--- config.mk ---
export PLATFORM = sky130hd
export DESIGN_NAME = sis_cell
export DESIGN_NICKNAME = d
export VERILOG_FILES = /design/src/hdl/sis_pkg.sv /design/src/hdl/sis_cell.sv
export SDC_FILE = /design/constraint.sdc
export NUM_CORES = 1
export LEC_CHECK = 0
export ABC_AREA = 1
export BUFFER_PORTS_ARGS = -buffer_cell sky130_fd_sc_hd__buf_2
export CAP_MARGIN = 20
export CORE_MARGIN = 8
export CORE_UTILIZATION = 42
export CTS_CLUSTER_DIAMETER = 200
export DETAILED_ROUTE_END_ITERATION = 10
export GPL_TIMING_DRIVEN = 0
export MAX_ROUTING_LAYER = met4
export PLACE_DENSITY = 0.85
export SLEW_MARGIN = 5
export SYNTH_ARGS = -nofsm -noshare
export SYNTH_HDL_FRONTEND = slang
export SYNTH_SLANG_ARGS = --single-unit
--- constraint.sdc ---
create_clock -name clk -period 2.1 [get_ports clk]
set_clock_uncertainty 0.1 [all_clocks]
set_input_delay 0.42 -clock clk [delete_from_list [all_inputs] [get_ports clk]]
set_output_delay 0.42 -clock clk [all_outputs]
set_load 0.05 [all_outputs]
--- src/hdl/sis_pkg.sv ---
// ----------------------------------------------------------------------------
// Sorted index set package
// Widths, operation and status codes, and the shift control shared by the cells.
// ----------------------------------------------------------------------------
package sis_pkg;

	// Field widths of the beats.
	localparam int KIND_W   = 3;
	localparam int IDX_W    = 8;
	localparam int SLOT_W   = 8;
	localparam int STATUS_W = 2;
	localparam int RES_W    = 9;
	localparam int ROW_W    = 9;

	// Default number of cells and the row count after reset.
	localparam int MAX_ROWS_DEF = 256;
	localparam logic [ROW_W-1:0] ROW_RESET = 9'd256;

	// Number of cells folded together in the first level of the match tree.
	localparam int GROUP = 16;

	// Result code for an absent index or an empty slot.
	localparam logic [RES_W-1:0] NONE = 9'h1FF;

	// Operation codes carried in tuser.
	typedef enum logic [KIND_W-1:0] {
		KIND_ADD        = 3'd0,
		KIND_REMOVE     = 3'd1,
		KIND_INVALIDATE = 3'd2,
		KIND_CLEAR      = 3'd3,
		KIND_READ       = 3'd4
	} sis_kind_t;

	// Result status codes.
	typedef enum logic [STATUS_W-1:0] {
		ST_APPLIED  = 2'd0,
		ST_NOCHANGE = 2'd1,
		ST_REJECTED = 2'd2,
		ST_EMPTY    = 2'd3
	} sis_status_t;

	// Shift command broadcast to every cell.
	typedef struct packed {
		logic             insert;
		logic             remove;
		logic [IDX_W-1:0] idx;
	} sis_shift_t;

endpackage

--- src/hdl/sis_cell.sv ---
// ----------------------------------------------------------------------------
// Sorted index set cell
// Holds one list slot, compares it against the request and shifts with its
// neighbors on an insert or a remove.
// ----------------------------------------------------------------------------
module sis_cell #(
	parameter int POS   = 0,
	parameter int CNT_W = 9
) (
	input  logic                              clk,
	input  sis_pkg::sis_shift_t               ctrl,
	input  logic [CNT_W-1:0]                  count,
	input  logic [sis_pkg::SLOT_W-1:0]        slot,
	input  logic                              left_lt,
	input  logic [sis_pkg::IDX_W-1:0]         left_entry,
	input  logic                              right_lt,
	input  logic [sis_pkg::IDX_W-1:0]         right_entry,
	output logic [sis_pkg::IDX_W-1:0]         entry,
	output logic                              lt,
	output logic [CNT_W+sis_pkg::IDX_W:0]     word
);
	import sis_pkg::*;

	logic [IDX_W-1:0] entry_q;
	logic             valid;
	logic             lt_c;
	logic             eq_c;
	logic             sel_c;
	logic             lt_s1;
	logic             eq_s1;
	logic             sel_s1;
	logic [CNT_W-1:0] pos_bits;
	logic [IDX_W-1:0] rd_bits;

	// The slot holds a member while it lies below the count.
	assign valid = CNT_W'(POS) < count;
	assign lt_c  = valid && (entry_q < ctrl.idx);
	assign eq_c  = valid && (entry_q == ctrl.idx);
	assign sel_c = valid && (CNT_W'(POS) == CNT_W'(slot));

	// Compare results, registered for the match tree and the shift.
	always_ff @(posedge clk) begin
		lt_s1  <= lt_c;
		eq_s1  <= eq_c;
		sel_s1 <= sel_c;
	end

	// Insert: slots at or past the boundary move up, the boundary takes the index.
	// Remove: slots at or past the removed member take their right neighbor.
	always_ff @(posedge clk) begin
		if (ctrl.insert && !lt_s1) begin
			entry_q <= left_lt ? ctrl.idx : left_entry;
		end else if (ctrl.remove && !lt_s1) begin
			entry_q <= right_entry;
		end
	end

	// The last smaller member reports the insertion point; a selected slot its entry.
	assign pos_bits = (lt_s1 && !right_lt) ? CNT_W'(POS + 1) : '0;
	assign rd_bits  = sel_s1 ? entry_q : '0;
	assign word     = {eq_s1, pos_bits, rd_bits};
	assign entry    = entry_q;
	assign lt       = lt_s1;

endmodule

# Yosys cells after proc, flatten, opt, wreduce, memory -nomap -nowiden
# Index checks and enable logic that the tools add are counted.
[totals]
output_inout_bits = 27
elab_cells = 22
inputBits = 46
register_bits = 11
[op_classes]
n_lt_le_gt_ge = 2
muxes = 5
eq_ne = 1
n_reduce_logical = 10
[ops]
columns = ["cell", "count"]
rows = [
  ["8-bit two-way mux", 4],
  ["1-bit by 9-bit less-than comparator with 1-bit output, first input constant", 1],
  ["8-bit == test", 1],
  ["8-bit logical NOT", 1],
  ["8-bit less-than comparator", 1],
  ["1-bit logical AND", 6],
  ["1-bit logical NOT", 2],
  ["2-bit nonzero test", 1],
  ["1-bit two-way mux", 1],
]

# Depth between registers and ports, before layout
[depth]
depth_word = 4
ltp_mapped = 8
mapped_depth_nobuf = 8

# Worst setup path before layout
# No wires, ideal clock.
[synth_timing]
path_type = "register to output"
start = "register lt_s1, in the netlist lt"
end = "output port word[8] (netlist bit)"
required_ps = 1580
path_stages_with_launch = 3
t_arrival_ps = 1430
path_slack_ps = 150
n_path_buf = 0
cell_sequence = "dfxtp_1 > inv_1 > nor2_1"
[synth_between]
elab_chain_cells = 2
[synth_rtl]
columns = ["element", "line", "rtl"]
rows = [
  ["from (decl)", "sis_cell.sv:29", "logic lt_s1;"],
  ["from (signal assigned)", "sis_cell.sv:43", "lt_s1 <= lt_c;"],
  ["1-bit logical AND", "sis_cell.sv:59", "assign pos_bits = (lt_s1 && !right_lt) ? CNT_W'(POS + 1) : '0;"],
  ["1-bit two-way mux", "sis_cell.sv:59", ""],
  ["to (decl)", "sis_cell.sv:20", "output logic [CNT_W+sis_pkg::IDX_W:0] word"],
]
# No other way between the ends.

# Worst setup path after layout
[layout_timing]
start = "register sel_s1"
end = "output port word[1] (netlist bit)"
[layout_between]
elab_chain_cells = 1
[layout_rtl]
columns = ["element", "line", "rtl"]
rows = [
  ["from (decl)", "sis_cell.sv:31", "logic sel_s1;"],
  ["from (signal assigned)", "sis_cell.sv:45", "sel_s1 <= sel_c;"],
  ["8-bit two-way mux", "sis_cell.sv:60", "assign rd_bits = sel_s1 ? entry_q : '0;"],
]
# No other way between the ends.

==> flow_metrics.tcl <==
set metrics [dict create \
    status "completed" \
    ir_drop_v 0.000335 \
    drc 0 \
    place_area_um2 1290 \
    max_stage_delay_ns 0.31 \
    final-max-slew-violation-count 0 \
    cp_cell_sequence "clkbuf_1 > nand2_1 > inv_1 > buf_2" \
    crit_type "reg -> out" \
    rrSetupSlack_ns 0.71 \
    antenna_cells 0 \
    rsz0062_at_grt "false" \
    fin_ws_ns 0.348 \
    p_int_uw 476 \
    setup_viol 0 \
    p_clk_share_pct 16.6 \
    ys.flop_type "edfxtp_1" \
    powerDensity_nw_per_um2 641 \
    ctsHoldBuffers 0 \
    antenna_found_initial 0 \
    ys_seq_area_share_pct 32.9 \
    pwr-share-comb_pct 47.0 \
    total_power_uw 844 \
    die_w_um 62.6 \
    coreArea_um2 2130 \
    syn_area_um2 913 \
    grt_max_degree 11 \
    ys_seq_elements 11 \
    hold_viol_final 0 \
    clkSinkCount 11 \
    end_kind "primary output" \
    cts_made_buffers 3 \
    cts_buffer_depth 2 \
    drt-total-wl_um 2540 \
    grt_use_total_pct 12.9 \
    synthArstFlopShare_pct 0 \
    period_share_pct 83.4 \
    yosys.area.top_type_share_pct 26.3 \
    slowest_stage "dfxtp_1" \
    ant_nets 0 \
    grt_pass1_vias 986 \
    worst_pin_slew_ns 0.625 \
    htreeDepth 1 \
    syn_to_final_growth_pct 44.1 \
    p_leak_nw 0.837 \
    yosysMostFrequentCell "nand2_1" \
    dp.cells 231 \
    gp_congestion 0.810 \
    grt_pass1_wl_um 4170 \
    crit_path_start "sel_s1" \
    cp.required_ns 1.58 \
    dp_hpwl_um 2230 \
    cts_resized 0 \
    crit_buf_inv 3 \
    placementRows 17 \
    clk_latency_ns 0.26 \
    r2r_start "entry[3]" \
    clockRootBuffer "clkbuf_4" \
    synth_top_cell_by_area "edfxtp_1" \
    yosys-top-cells-count "36 x nand2_1, 26 x inv_1, 21 x nor2_1, 9 x buf_4" \
    yosysWarnings 0 \
    arrival_ns 1.23 \
    final_cells 235 \
    cts_setup_buffers 0 \
    switching_share_pct 43.7 \
    syn-instance-count 133 \
    synth_area_leaders "edfxtp_1 26%, nand2_1 15%, ha_1 11%" \
    viasPerCell 4.31 \
    cp_top_family "buffers and inverters" \
    switchingPower_uw 369 \
    synth.avg_cell_area_um2 6.87 \
    die_h_um 62.6 \
    vias 1013 \
    portBuffers 63 \
    drt_pass1_iterations 4 \
    start_kind "register" \
    dp_slack_ns 0.586 \
    io_pins 73 \
    drt_iter0_markers 17 \
    hold_path.startpoint "slot[4]" \
    die_area_um2 3920 \
    fmaxAchievable_ghz 0.571 \
    max_slew_margin_pct 58.2 \
    grt_remaining_overflow 0 \
    start_util_pct 42.9 \
    path_clk_slew_ns 0.07 \
    synth_edf_count 8 \
    stdcell_area_um2 1320 \
    netlist-cell-type-count 19 \
    wl_per_cell_um 10.8 \
    cap_violations 0 \
    tns_ns 0 \
    hold_path.class "in -> reg" \
    cts_tree "done" \
    drive_gt1_share_pct 38.2 \
    min_period_ns 1.75 \
    nets 262 \
    cp_max_fo 8 \
    p_seq_share_pct 36.5 \
]
[cells by family (layout without fill, tap and decap cells)]
group,count (synthesis),count (layout),synth area share [%]
AO/OA/AOI/OAI,11,11,7.12
adder cells (fa/ha/maj),8,8,11.0
buffers and inverters,38,105,20.3
flip-flops,11,11,32.9
other,1,8,0.411
AND/OR/NAND/NOR,64,64,28.4
[path summary, 6_finish.rpt]
check	end	cells after the start
hold reg to reg	lt	6
setup / recovery	word[1]	4
hold / removal	sel_s1	4
setup reg to reg	eq_s1	6
[power by group through the flow]
stage,logic (mW),clock network (mW),registers (mW)
2_1_floorplan,0.182,0,0.418
3_3_place_gp,0.389,0,0.311
3_5_place_dp,0.396,0,0.312
4_1_cts,0.400,0.143,0.308
5_1_grt,0.431,0.150,0.315
6_report,0.397,0.140,0.308
[sequential cells by signal, indices dropped and copies added (netlist names)]
name / cells
lt: 1
sel_s1: 1
entry: 8
eq_s1: 1
[worst register-to-register path, delay by kind of cell (launching register included)]
kind,cells,cell delay [ns]
buf+inv,1,0.08
simple gates,4,0.41
fa+ha+maj,1,0.33
flops,1,0.42
[through the flow]
step	util, %	hold WS [ns]
after global routing	61.9	0.316
after global placement	60.6	0.581
after detailed placement	60.6	0.586
after CTS	61.9	0.299
after floorplan	-	0.478
final	61.9	0.301
[cell type report]
| cell class | count | area (um2) |
|---|---|---|
| Tap cell | 28 | 35.0 |
| Inverter | 26 | 97.6 |
| Clock buffer | 4 | 26.3 |
| Fill cell | 194 | 811 |
| Buffer | 12 | 87.6 |
| Sequential cell | 11 | 300 |
| Multi-Input combinational cell | 91 | 454 |
| Timing Repair Buffer | 63 | 315 |
[placed cells by master, fill, tap and decap left out]
master / Yosys / routed
nor3_1: 1 / 1
conb_1: 1 / 8
clkbuf_4: 0 / 3
nand4_1: 1 / 1
or2_0: 1 / 1
buf_4: 9 / 9
clkbuf_1: 1 / 2
a21oi_1: 3 / 3
dfxtp_1: 3 / 3
edfxtp_1: 8 / 8
nand3_1: 2 / 2
nand2_1: 36 / 36
ha_1: 8 / 8
or2_2: 1 / 1
buf_2: 1 / 64
nor2_4: 1 / 1
nor2_1: 21 / 21
buf_6: 1 / 1
inv_1: 26 / 26
a31oi_1: 8 / 8
[layer usage]
layer  global-route usage, %  up-vias  wire length, um
met5                       -        -                0
met4                    6.55        0                0
met3                    4.66        0              187
met2                    22.0       47             1220
met1                    12.8      423             1130
li1                        -      543                -
Note: power is estimated with default switching activity, not from simulation.
